$ cat config.mk
export PLATFORM = sky130hd
export DESIGN_NAME = framed_query_receiver
export DESIGN_NICKNAME = d
export VERILOG_FILES = /design/src/sv/fqr_pkg.sv /design/src/sv/fqr_in_stage.sv /design/src/sv/fqr_core.sv /design/src/sv/fqr_out_stage.sv /design/src/sv/framed_query_receiver.sv
export SDC_FILE = /design/constraint.sdc
export NUM_CORES = 1
export LEC_CHECK = 0
export ABC_AREA = 1
export ABC_CLOCK_PERIOD_IN_PS = 2500
export BUFFER_PORTS_ARGS = -buffer_cell sky130_fd_sc_hd__clkbuf_2
export CORE_MARGIN = 10
export CORE_UTILIZATION = 54
export CTS_CLUSTER_DIAMETER = 100
export DETAILED_ROUTE_END_ITERATION = 10
export PLACE_DENSITY = 0.81
export SLEW_MARGIN = 20
export SYNTH_ARGS = -nofsm -noshare
export SYNTH_HDL_FRONTEND = slang
export SYNTH_HIERARCHICAL = 1
export SYNTH_SLANG_ARGS = --single-unit
$ cat constraint.sdc
create_clock -name clk -period 2.5 [get_ports clk]
set_input_delay 0.625 -clock clk [delete_from_list [all_inputs] [get_ports clk]]
set_output_delay 0.625 -clock clk [all_outputs]
set_load 0.005 [all_outputs]
$ cat src/sv/fqr_pkg.sv
// ----------------------------------------------------------------------------
// fqr_pkg: shared definitions for the framed query receiver
// Holds the command and register codes, the start bytes, the payload limit,
// the result record and the bytewise CRC-16-CCITT update.
// ----------------------------------------------------------------------------
package fqr_pkg;

    // Item commands
    localparam logic [1:0] CMD_BYTE    = 2'd0;
    localparam logic [1:0] CMD_TIMEOUT = 2'd1;
    localparam logic [1:0] CMD_RELEASE = 2'd2;

    // Configuration register indexes
    localparam logic REG_OWN_ADDRESS = 1'b0;
    localparam logic REG_RX_ENABLE   = 1'b1;

    localparam int unsigned CFG_DATA_W = 7;

    // Frame start bytes
    localparam logic [7:0] START_SYN = 8'h16;
    localparam logic [7:0] START_DLE = 8'h10;

    // Header positions and payload limit
    localparam logic [7:0] POS_LENGTH  = 8'd0;
    localparam logic [7:0] POS_LENGTH2 = 8'd1;
    localparam logic [7:0] POS_MESSAGE = 8'd2;
    localparam logic [7:0] POS_ADDRESS = 8'd3;
    localparam logic [7:0] POS_COMMAND = 8'd4;
    localparam logic [7:0] HEADER_BYTES = 8'd5;
    localparam int unsigned PAYLOAD_BYTES = 32;

    localparam logic [7:0]  OWN_ADDRESS_RESET = 8'd16;
    localparam logic [15:0] CRC_INIT = 16'hFFFF;
    localparam logic [15:0] CRC_POLY = 16'h8408;

    typedef struct packed {
        logic       consumed;
        logic       data_valid;
        logic [4:0] data_index;
        logic [7:0] data_byte;
        logic       frame_done;
        logic       frame_crc_ok;
        logic       frame_repeated;
        logic       frame_read;
        logic       frame_has_cmd;
        logic [7:0] frame_command;
        logic [5:0] frame_data_size;
        logic [2:0] frame_msg_id;
    } fqr_result_t;

    // Reflected CRC-16-CCITT, one byte, LSB first
    function automatic logic [15:0] crc_byte(input logic [15:0] crc, input logic [7:0] b);
        logic [15:0] c;
        c = crc ^ {8'h00, b};
        for (int i = 0; i < 8; i++) begin
            c = c[0] ? ((c >> 1) ^ CRC_POLY) : (c >> 1);
        end
        return c;
    endfunction

endpackage

$ cat src/sv/fqr_in_stage.sv
// ----------------------------------------------------------------------------
// fqr_in_stage: input register
// Captures one transfer and holds it until the core takes it.
// ----------------------------------------------------------------------------
module fqr_in_stage (
    input  logic       clk,
    input  logic       rst_n,
    input  logic       in_valid,
    output logic       in_stall,
    input  logic [1:0] cmd,
    input  logic [7:0] rx_byte,
    input  logic       take,
    output logic       item_valid,
    output logic [1:0] item_cmd,
    output logic [7:0] item_byte
);
    logic       valid_reg;
    logic [1:0] cmd_reg;
    logic [7:0] byte_reg;

    // stall only while a held item cannot move on
    assign in_stall = valid_reg && !take;

    always_ff @(posedge clk or negedge rst_n)
    begin
        if (!rst_n)
        begin
            valid_reg <= 1'b0;
        end
        else if (in_valid && !in_stall)
        begin
            valid_reg <= 1'b1;
        end
        else if (take)
        begin
            valid_reg <= 1'b0;
        end
    end

    always_ff @(posedge clk)
    begin
        if (in_valid && !in_stall)
        begin
            cmd_reg  <= cmd;
            byte_reg <= rx_byte;
        end
    end

    assign item_valid = valid_reg;
    assign item_cmd   = cmd_reg;
    assign item_byte  = byte_reg;
endmodule

$ cat src/sv/fqr_core.sv
// ----------------------------------------------------------------------------
// fqr_core: frame parser
// Holds frame state and configuration, and works out one result per item.
// ----------------------------------------------------------------------------
module fqr_core (
    input  logic                          clk,
    input  logic                          rst_n,
    input  logic                          cfg_we,
    input  logic                          cfg_index,
    input  logic [fqr_pkg::CFG_DATA_W-1:0] cfg_data,
    input  logic                          step,
    input  logic [1:0]                    item_cmd,
    input  logic [7:0]                    item_byte,
    output fqr_pkg::fqr_result_t          result
);
    import fqr_pkg::*;

    logic [6:0]  own_address_reg;
    logic        receiver_enable_reg;

    logic        tracking_reg, tracking_next;
    logic        ignore_reg, ignore_next;
    logic        repeat_reg, repeat_next;
    logic        read_reg, read_next;
    logic        cmd_flag_reg, cmd_flag_next;
    logic        pending_reg, pending_next;
    logic [7:0]  position_reg, position_next;
    logic [7:0]  length_reg, length_next;
    logic [15:0] crc_reg, crc_next;
    logic [2:0]  msg_id_reg, msg_id_next;
    logic        last_valid_reg, last_valid_next;
    logic [2:0]  last_id_reg, last_id_next;
    logic [7:0]  command_reg, command_next;

    logic [7:0]  v;
    logic [7:0]  data_idx;
    logic        crc_ok;
    logic        at_end;

    always_ff @(posedge clk or negedge rst_n)
    begin
        if (!rst_n)
        begin
            own_address_reg     <= OWN_ADDRESS_RESET[6:0];
            receiver_enable_reg <= 1'b1;
        end
        else if (cfg_we)
        begin
            case (cfg_index)
                REG_OWN_ADDRESS: own_address_reg     <= cfg_data;
                REG_RX_ENABLE:   receiver_enable_reg <= cfg_data[0];
                default:         ;
            endcase
        end
    end

    always_comb
    begin
        tracking_next   = tracking_reg;
        ignore_next     = ignore_reg;
        repeat_next     = repeat_reg;
        read_next       = read_reg;
        cmd_flag_next   = cmd_flag_reg;
        pending_next    = pending_reg;
        position_next   = position_reg;
        length_next     = length_reg;
        crc_next        = crc_reg;
        msg_id_next     = msg_id_reg;
        last_valid_next = last_valid_reg;
        last_id_next    = last_id_reg;
        command_next    = command_reg;
        result          = '0;

        // invert bytes at or beyond the length, i.e. the CRC trailer
        v        = (position_reg >= length_reg) ? ~item_byte : item_byte;
        data_idx = position_reg - HEADER_BYTES;
        crc_ok   = (crc_byte(crc_reg, v) == 16'h0000);
        at_end   = ({1'b0, position_reg} == ({1'b0, length_reg} + 9'd1));

        case (item_cmd)
            CMD_TIMEOUT:
            begin
                tracking_next = 1'b0;
                ignore_next   = 1'b0;
                repeat_next   = 1'b0;
                read_next     = 1'b0;
                cmd_flag_next = 1'b0;
            end
            CMD_RELEASE:
            begin
                pending_next = 1'b0;
            end
            CMD_BYTE:
            begin
                if (receiver_enable_reg && !tracking_reg)
                begin
                    if (item_byte inside {START_SYN, START_DLE})
                    begin
                        result.consumed = 1'b1;
                        tracking_next   = 1'b1;
                        repeat_next     = 1'b0;
                        read_next       = 1'b0;
                        cmd_flag_next   = 1'b0;
                        ignore_next     = (item_byte == START_SYN) || pending_reg;
                        position_next   = 8'd0;
                        length_next     = 8'hFF;
                        crc_next        = CRC_INIT;
                    end
                end
                else if (receiver_enable_reg)
                begin
                    result.consumed = 1'b1;
                    crc_next        = crc_byte(crc_reg, v);
                    position_next   = position_reg + 8'd1;
                    if (position_reg == POS_LENGTH)
                    begin
                        length_next = v;
                        if (v > 8'(PAYLOAD_BYTES + 5))
                        begin
                            ignore_next = 1'b1;
                        end
                    end
                    else if (position_reg == POS_LENGTH2)
                    begin
                        // length mismatch: drop the frame
                        if (v != length_reg)
                        begin
                            tracking_next = 1'b0;
                            ignore_next   = 1'b0;
                            repeat_next   = 1'b0;
                            read_next     = 1'b0;
                            cmd_flag_next = 1'b0;
                        end
                    end
                    else if (position_reg == POS_MESSAGE)
                    begin
                        if (v[0])
                        begin
                            ignore_next = 1'b1;
                        end
                        else
                        begin
                            msg_id_next = v[3:1];
                            if (last_valid_reg && (v[3:1] == last_id_reg))
                            begin
                                repeat_next = 1'b1;
                            end
                        end
                    end
                    else if (position_reg == POS_ADDRESS)
                    begin
                        if (v[0])
                        begin
                            read_next         = 1'b1;
                            result.data_valid = 1'b1;
                        end
                        if (v[7:1] != own_address_reg)
                        begin
                            ignore_next = 1'b1;
                        end
                    end
                    else if (position_reg == length_reg)
                    begin
                        // low CRC byte: accumulate only
                    end
                    else if (at_end)
                    begin
                        if (!ignore_reg)
                        begin
                            result.frame_done     = 1'b1;
                            result.frame_crc_ok   = crc_ok;
                            result.frame_repeated = repeat_reg;
                            result.frame_read     = read_reg;
                            result.frame_has_cmd  = cmd_flag_reg;
                            result.frame_command  = command_reg;
                            result.frame_msg_id   = msg_id_reg;
                            if (crc_ok && (length_reg > HEADER_BYTES))
                            begin
                                result.frame_data_size = 6'(length_reg - HEADER_BYTES);
                            end
                            pending_next = 1'b1;
                        end
                        tracking_next   = 1'b0;
                        last_valid_next = 1'b1;
                        last_id_next    = msg_id_reg;
                    end
                    else if (position_reg == POS_COMMAND)
                    begin
                        if (!ignore_reg)
                        begin
                            cmd_flag_next = 1'b1;
                            command_next  = v;
                        end
                    end
                    else if (!ignore_reg && !repeat_reg && (data_idx < 8'(PAYLOAD_BYTES)))
                    begin
                        result.data_valid = 1'b1;
                        result.data_index = data_idx[4:0];
                        result.data_byte  = v;
                    end
                end
            end
            default:
            begin
            end
        endcase
    end

    always_ff @(posedge clk or negedge rst_n)
    begin
        if (!rst_n)
        begin
            tracking_reg   <= 1'b0;
            ignore_reg     <= 1'b0;
            repeat_reg     <= 1'b0;
            read_reg       <= 1'b0;
            cmd_flag_reg   <= 1'b0;
            pending_reg    <= 1'b0;
            position_reg   <= 8'd0;
            length_reg     <= 8'hFF;
            crc_reg        <= 16'h0000;
            msg_id_reg     <= 3'd0;
            last_valid_reg <= 1'b0;
            last_id_reg    <= 3'd0;
            command_reg    <= 8'd0;
        end
        else if (step)
        begin
            tracking_reg   <= tracking_next;
            ignore_reg     <= ignore_next;
            repeat_reg     <= repeat_next;
            read_reg       <= read_next;
            cmd_flag_reg   <= cmd_flag_next;
            pending_reg    <= pending_next;
            position_reg   <= position_next;
            length_reg     <= length_next;
            crc_reg        <= crc_next;
            msg_id_reg     <= msg_id_next;
            last_valid_reg <= last_valid_next;
            last_id_reg    <= last_id_next;
            command_reg    <= command_next;
        end
    end

    a_done_sets_pending: assert property (@(posedge clk) disable iff (!rst_n)
        step && result.frame_done |=> pending_reg)
        else $error("completed frame did not leave a query pending");

    a_timeout_stops: assert property (@(posedge clk) disable iff (!rst_n)
        step && (item_cmd == CMD_TIMEOUT) |=> !tracking_reg && !ignore_reg)
        else $error("timeout did not drop the frame");

    a_data_consumed: assert property (@(posedge clk) disable iff (!rst_n)
        step && (result.data_valid || result.frame_done) |-> result.consumed)
        else $error("payload or frame end reported for a byte not consumed");

endmodule

$ cat src/sv/fqr_out_stage.sv
// ----------------------------------------------------------------------------
// fqr_out_stage: result register
// Holds one result until the downstream side takes it.
// ----------------------------------------------------------------------------
module fqr_out_stage (
    input  logic                 clk,
    input  logic                 rst_n,
    input  logic                 load,
    input  fqr_pkg::fqr_result_t result_in,
    output logic                 open,
    input  logic                 out_stall,
    output logic                 out_valid,
    output fqr_pkg::fqr_result_t result_out
);
    import fqr_pkg::*;

    logic        valid_reg;
    fqr_result_t result_reg;

    // room for a new result when empty or when the held one leaves now
    assign open = !valid_reg || !out_stall;

    always_ff @(posedge clk or negedge rst_n)
    begin
        if (!rst_n)
        begin
            valid_reg <= 1'b0;
        end
        else if (load)
        begin
            valid_reg <= 1'b1;
        end
        else if (!out_stall)
        begin
            valid_reg <= 1'b0;
        end
    end

    always_ff @(posedge clk)
    begin
        if (load)
        begin
            result_reg <= result_in;
        end
    end

    assign out_valid  = valid_reg;
    assign result_out = result_reg;
endmodule

$ cat src/sv/framed_query_receiver.sv
// ----------------------------------------------------------------------------
// framed_query_receiver: serial frame receiver with header checks and CRC
// Parses DLE-started frames byte by byte and reports payload bytes and frame end.
// ----------------------------------------------------------------------------
// One item enters per clock cycle while in_stall is low, and every item gives
// exactly one result, which passes through the input register and then the
// result register. The rate of one item per cycle is set by the frame state
// update, which runs the bytewise CRC-16-CCITT step and the header compares
// combinationally between the input register and the result register. A new
// item is taken while a finished result still waits downstream; the input
// side stalls only when both registers are full and out_stall is high.
// Each item is a received byte (cmd 0), a line timeout that drops the current
// frame (cmd 1), or a release that clears a pending query (cmd 2). A frame
// opens with DLE; SYN frames and frames opening while a query is pending are
// followed but report no payload bytes and no frame end; only the read marker
// at the address byte still shows. The CRC trailer is inverted before it is
// checked. Write own_address (index 0) and receiver_enable (index 1) only
// while no transfer is in flight.
// ----------------------------------------------------------------------------
module framed_query_receiver (
    input  logic                           clk,
    input  logic                           rst_n,
    input  logic                           cfg_we,
    input  logic                           cfg_index,
    input  logic [fqr_pkg::CFG_DATA_W-1:0] cfg_data,
    input  logic                           in_valid,
    output logic                           in_stall,
    input  logic [1:0]                     cmd,
    input  logic [7:0]                     rx_byte,
    output logic                           out_valid,
    input  logic                           out_stall,
    output logic                           consumed,
    output logic                           data_valid,
    output logic [4:0]                     data_index,
    output logic [7:0]                     data_byte,
    output logic                           frame_done,
    output logic                           frame_crc_ok,
    output logic                           frame_repeated,
    output logic                           frame_read,
    output logic                           frame_has_cmd,
    output logic [7:0]                     frame_command,
    output logic [5:0]                     frame_data_size,
    output logic [2:0]                     frame_msg_id
);
    import fqr_pkg::*;

    logic        item_valid;
    logic [1:0]  item_cmd;
    logic [7:0]  item_byte;
    logic        out_open;
    logic        advance;
    fqr_result_t core_result;
    fqr_result_t held_result;

    // advance the held item into the core whenever the result register has room
    assign advance = item_valid && out_open;

    fqr_in_stage u_in (
        .clk        (clk),
        .rst_n      (rst_n),
        .in_valid   (in_valid),
        .in_stall   (in_stall),
        .cmd        (cmd),
        .rx_byte    (rx_byte),
        .take       (advance),
        .item_valid (item_valid),
        .item_cmd   (item_cmd),
        .item_byte  (item_byte)
    );

    fqr_core u_core (
        .clk       (clk),
        .rst_n     (rst_n),
        .cfg_we    (cfg_we),
        .cfg_index (cfg_index),
        .cfg_data  (cfg_data),
        .step      (advance),
        .item_cmd  (item_cmd),
        .item_byte (item_byte),
        .result    (core_result)
    );

    fqr_out_stage u_out (
        .clk        (clk),
        .rst_n      (rst_n),
        .load       (advance),
        .result_in  (core_result),
        .open       (out_open),
        .out_stall  (out_stall),
        .out_valid  (out_valid),
        .result_out (held_result)
    );

    // unpack the held result onto the field ports
    assign consumed        = held_result.consumed;
    assign data_valid      = held_result.data_valid;
    assign data_index      = held_result.data_index;
    assign data_byte       = held_result.data_byte;
    assign frame_done      = held_result.frame_done;
    assign frame_crc_ok    = held_result.frame_crc_ok;
    assign frame_repeated  = held_result.frame_repeated;
    assign frame_read      = held_result.frame_read;
    assign frame_has_cmd   = held_result.frame_has_cmd;
    assign frame_command   = held_result.frame_command;
    assign frame_data_size = held_result.frame_data_size;
    assign frame_msg_id    = held_result.frame_msg_id;

endmodule
==> Word level (Yosys, flattened, before mapping) <==
Index checks and enable logic that the tools add are counted.
{ "totals": {"reg_bits": 110, "elab_cells": 249} }
{ "op_classes": {"n_addsub": 4, "n_lt_le_gt_ge": 4, "eq_ne": 45, "muxes": 97, "bitwise_logic": 24, "n_reduce_logical": 44} }
{ "op_table": {"columns": ["operator", "count"], "rows": [
  ["16-bit 2-to-1 mux", 11],
  ["36-bit 2-to-1 mux", 4],
  ["8-bit 2-to-1 mux", 8],
  ["1-bit 2-to-1 mux", 60],
  ["22-bit 2-to-1 mux", 2],
  ["14-bit 2-to-1 mux", 3],
  ["37-bit 2-to-1 mux", 1],
  ["35-bit 2-to-1 mux", 1],
  ["9-bit AND reduction", 3],
  ["4-bit by 1-bit inequality test with 1-bit output (second input constant)", 6],
  ["2-bit inverter with 3-bit output", 8],
  ["12-bit AND reduction", 2],
  ["11-bit OR reduction", 2],
  ["10-bit AND reduction", 2],
  ["8-bit by 2-bit equality test with 1-bit output (second input constant)", 2],
  ["8-bit by 5-bit equality test with 1-bit output (second input constant)", 2],
  ["16-bit zero test", 1],
  ["2-bit inequality test (second input constant)", 8],
  ["16-bit by 8-bit XOR with 16-bit output", 1],
  ["1-bit inverter", 14],
  ["4-bit by 2-bit inequality test with 1-bit output (second input constant)", 3],
  ["4-bit inequality test (second input constant)", 3],
  ["6-bit by 1-bit inequality test with 1-bit output (second input constant)", 2],
  ["1-bit case mux with 2 select lines", 6],
  ["40 further kinds", 63]
]} }

==> Longest topological paths before layout <==
{ "logic_depth": {"ltp_word": 31, "depth_mapped": 24, "mapped_depth_nobuf": 23} }

==> By module <==
The synthesis kept the hierarchy.
{ "by_module_without_submodules": {"columns": ["mod", "n_inst", "cells_per_inst", "area_per_inst_um2", "seq_area_each_um2"], "rows": [
  ["fqr_core", 1, 744, 4829.6, 1539.0],
  ["fqr_out_stage", 1, 41, 1152.4, 1136.1],
  ["fqr_in_stage", 1, 17, 357.8, 325.3],
  ["framed_query_receiver", 1, 2, 7.5, 0.0]
]} }

==> Worst setup path before layout <==
Ideal clock, no wire load.
{ "synth_path": {"path_type": "input-to-reg", "start": "input out_stall", "end": "register u_core.position_reg[1]", "setup_time_ns": 0.132, "arrival_ns": 2.759, "required_time_ns": 2.368, "slack_ns": -0.391, "cell_stages": 10, "cell_sequence": "nand2_2 nand2_1 inv_1 nand2_1 nor2_1 inv_1 nor2_1 clkbuf_1 clkbuf_1 o21ai_0"} }
{ "synth_between": {"elab_chain_len": 4} }
{ "synth_lines": {"columns": ["element", "line_no", "text"], "rows": [
  ["start: declaration", "framed_query_receiver.sv:31", "input logic out_stall,"],
  ["1-bit zero test", "fqr_out_stage.sv:21", "assign open = !valid_reg || !out_stall;"],
  ["1-bit logical OR", "fqr_out_stage.sv:21", null],
  ["1-bit logical AND", "framed_query_receiver.sv:56", "assign advance = item_valid && out_open;"],
  ["via advance", "framed_query_receiver.sv:51", "logic advance;"],
  ["4-bit AND reduction (no source line)", null, null],
  ["end signal: assignment", "fqr_core.sv:235", "position_reg <= position_next;"],
  ["end: declaration", "fqr_core.sv:27", "logic [7:0] position_reg, position_next;"]
]} }
The timed path passes the listed nets, and every way through them passes these cells.
A chain may end at the register's enable or synchronous reset.

==> Worst setup path in the final report <==
{ "layout_path": {"start": "register u_core.length_reg[5]", "end": "register u_out.result_reg (netlist bit u_out/result_out[5]) (data pin)"} }
{ "layout_between": {"elab_chain_len": 16, "elab_cells_between_ends": 27} }
{ "layout_lines": {"columns": ["element", "line_no", "text"], "rows": [
  ["start: declaration", "fqr_core.sv:28", "logic [7:0] length_reg, length_next;"],
  ["start signal: assignment", "fqr_core.sv:236", "length_reg <= length_next;"],
  ["8-bit greater-or-equal comparator", "fqr_core.sv:75", "v = (position_reg >= length_reg) ? ~item_byte : item_byte;"],
  ["8-bit 2-to-1 mux", "fqr_core.sv:75", null],
  ["16-bit by 8-bit XOR with 16-bit output", "fqr_pkg.sv:54", "c = crc ^ {8'h00, b};"],
  ["2-bit inverter with 3-bit output (no source line) / 16-bit 2-to-1 mux (equally long branches)", null, null],
  ["16-bit 2-to-1 mux / 2-bit inverter with 3-bit output (equally long branches) (3 in series)", null, null],
  ["16-bit 2-to-1 mux", "fqr_pkg.sv:56", "c = c[0] ? ((c >> 1) ^ CRC_POLY) : (c >> 1);"],
  ["16-bit 2-to-1 mux / 2-bit inverter with 3-bit output (equally long branches) (3 in series)", null, null],
  ["16-bit 2-to-1 mux", "fqr_pkg.sv:56", null],
  ["16-bit zero test", "fqr_core.sv:77", "crc_ok = (crc_byte(crc_reg, v) == 16'h0000);"],
  ["1-bit logical AND", "fqr_core.sv:177", "if (crc_ok && (length_reg > HEADER_BYTES))"],
  ["1-bit inverter (no source line)", null, null],
  ["11-bit OR reduction (no source line) (*)", null, null],
  ["end signal: assignment", "fqr_out_stage.sv:43", "result_reg <= result_in;"],
  ["end: declaration", "fqr_out_stage.sv:18", "fqr_result_t result_reg;"]
]} }
Mark *: on every way between the ends. The rest lies on a longest branch, timed or not.

==> results by group <==
Synth
  – #FFs+latches synth: 110
  – Synth cell types: 47
  – Post-synth top cells: nand2_1, inv_1, nor2_1, nand3_1, dfrtp_1
  – Number of synthesized flops with an enable pin: 47
  – Syn Inst Count: 804
  – Post-synthesis sequential area ratio: 0.473
  – Top FF cell, synth: dfrtp_1
  – Yosys top cell area share: 0.222
  – Syn Nets: 843
  – Ys async rst share: 0.573
  – Synth warnings: 6
  – Synth Cell Area: 0.00635 mm²
  – Leading area contributor after synthesis: edfxtp_1
  – Most frequent cell after synthesis: nand2_1
  – Post-Syn Area per Cell: 7.89 µm²
  – Top post-synthesis cells by area: edfxtp_1, dfrtp_1, nand2_1

Floorplan
  – Die area: 0.0165 mm²
  – Die X: 128 µm
  – Initial Utilization: 0.554
  – Die Span Y: 128 µm
  – Row cnt: 39
  – Io pins: 62
  – Core Area: 0.0115 mm²

Route
  – Vias/cell: 5.82
  – WL final: 22300 µm
  – DRT antenna net count: 0
  – Routed len/inst: 19.5 µm
  – TritonRoute pass-1 iters: 6
  – Initial DRC count: 777
  – Vias: 6656
  – DRC: 0

Placement
  – GP Congestion: 0.961
  – Placed cells: 1104
  – PortBufs: 61
  – Hpwl dp: 14100 µm

Timing
  – Final hold violation count: 0
  – Max-slew violation count: 0
  – Slack of the critical path: -0.389 ns
  – # setup viols final: 64
  – Final Skew: 0.0127 ns
  – Min Tclk post-route: 2.89 ns
  – Fmax: 346 MHz
  – Final Cycle Share: 1.16
  – Worst-margin pin slew: 0.534 ns
  – Max_slew headroom: 0.640
  – RSZ-0062 raised after global routing: yes

Global route
  – Vias in the first global route: 6054
  – First-pass GRT wire length: 30400 µm
  – Pin count of the biggest net entering global routing: 64
  – GRT Residual Overflow: 0
  – Antenna violations before repair: 0
  – Total track usage: 0.232

Worst setup path
  – WP data required: 2.72 ns
  – WS Path Type: flip-flop to flip-flop
  – Startpoint Class: flip-flop
  – Critical Path End Type: flip-flop
  – Critical path arrival: 3.11 ns
  – Maximum fanout along the worst path: 4

Cells and area
  – Final net count: 1035
  – Area grow syn2layout: 48.5%
  – Ratio of cells with drive above 1 in the final layout: 0.454
  – Max reg flops: 37
  – Fillers: 624
  – Fin cells: 1144
  – Ant diodes: 0

Status
  – Violated checks: setup timing
  – Outcome: finished with violations

CTS
  – H-tree depth: 3
  – Worst skew pair latency: 0.37 ns
  – Total CTS buffers: 9
  – CTS sink cnt: 110
  – CTS max path bufs: 2
  – Clk slew on worst S/H paths: 0.07 ns
  – CTS root buffer: clkbuf_16
  – CTS tree: yes

Hold path
  – HP Class: primary input to asynchronous set/reset pin

Pwr
  – Pleak: 4.51 nW
  – Total power: 10.4 mW
  – Peak VDD IR: 0.000682 V
  – Pwr dens: 1100 mW/mm²

Flow run
  – Max Cap Viol: 0
[path summary, 6_finish.rpt]
kind | startpoint | endpoint | slack (ns) | depth (start not counted)
max | u_core/length_reg[5] | u_out/result_out[5] | -0.39 | 21
min | rst_n | u_core/crc_reg[7] | 0.26 | 2
max reg2reg | u_core/length_reg[5] | u_out/result_out[5] | -0.39 | 21
min reg2reg | u_core/msg_id_reg[1] | u_core/msg_id_reg[1] | 0.49 | 2
max in group asynchronous | rst_n | u_core/length_reg[2] | 1.88 | 2
min in group clk | rx_byte[7] | u_in/item_byte[7] | 0.43 | 1
[cells by family after synthesis]
logic type,count (synthesis),synth area share
muxes,1,0.00177
adders and majority gates,16,0.0315
buffers and inverters,142,0.0895
and+or+nand+nor,434,0.303
xor gates and xnor gates,20,0.0276
DFF,110,0.473
AOI/OAI and AO/OA,81,0.0737
[metrics by stage]
step | hold slack (ns) | utilization | setup TNS (ns) | setup slack, ns | area (µm²)
after floorplan | 0.329 | - | -0.957 | -0.132 | 6520
after global placement | 0.433 | 0.680 | -5.64 | -0.300 | 7800
after detailed placement | 0.451 | 0.680 | -7.60 | -0.365 | 7800
after CTS | 0.285 | 0.755 | -3.37 | -0.283 | 8660
after global routing | 0.286 | 0.822 | -23.41 | -0.501 | 9430
final | 0.256 | 0.822 | -14.82 | -0.389 | 9430
[per-layer routing]
layer	GRT usage	vias up	share of wire
met5	0	-	0
li1	-	2987	-
met3	0.0427	119	0.089
met4	0.132	0	0.051
met2	0.396	411	0.50
met1	0.270	3139	0.36
[cells in the final DEF (no fill, tap or decap), types with 22 or more instances in the layout]
cell type / n
a21oi_1: 22
buf_6: 22
nand2_2: 66
edfxtp_1: 47
nor2_4: 28
nor2_1: 60
clkbuf_2: 61
nand2_1: 118
dfrtp_1: 53
nand2_4: 32
buf_4: 101
nand3_1: 42
inv_1: 111
[critical path: stages (launching register included)]
cell and delay, ns:
dfstp_2 0.58, inv_6 0.04, ha_4 0.27, nand2_4 0.05, nor2_4 0.14, nand2_2 0.08
nand2_2 0.08, nor2_4 0.06, buf_6 0.13, buf_6 0.13, nand3_4 0.07, buf_6 0.10
nand3_4 0.06, nand2_4 0.13, inv_4 0.05, nand2_4 0.08, nand2_4 0.07, nor2_4 0.10
nand2_2 0.07, nor2_4 0.15, nand4_1 0.16, nor2_1 0.14
[area by class of cell]
type / count / area [µm²] / share of cell area
Clock buffer: 9 / 225 / 0.0239
Clock inverter: 7 / 88.8 / 0.00943
Inverter: 128 / 523 / 0.0555
Multi-Input combinational cell: 553 / 3900 / 0.413
Sequential cell: 110 / 3000 / 0.318
Tap cell: 143 / 179 / 0.0190
Timing Repair Buffer: 193 / 1500 / 0.159
Timing Repair inverter: 1 / 11.3 / 0.00119
[where the power goes]
group / internal (mW) / leakage [nW] / switching, mW
Clock: 0.803 / 0.155 / 0.725
Sequential: 2.34 / 1.22 / 0.392
Combinational: 2.57 / 3.13 / 3.55
Total: 5.72 / 4.51 / 4.67
[timing repair]
item / in CTS / in global routing
hold buffers: 0 / 0
cloned: 2 / 2
gates resized for setup: 99 / 171
pin swaps: 52 / 49
setup endpoints to repair: 63 / 69
buffers inserted: 10 / 15
No activity file was read; power rests on OpenSTA's default activity.
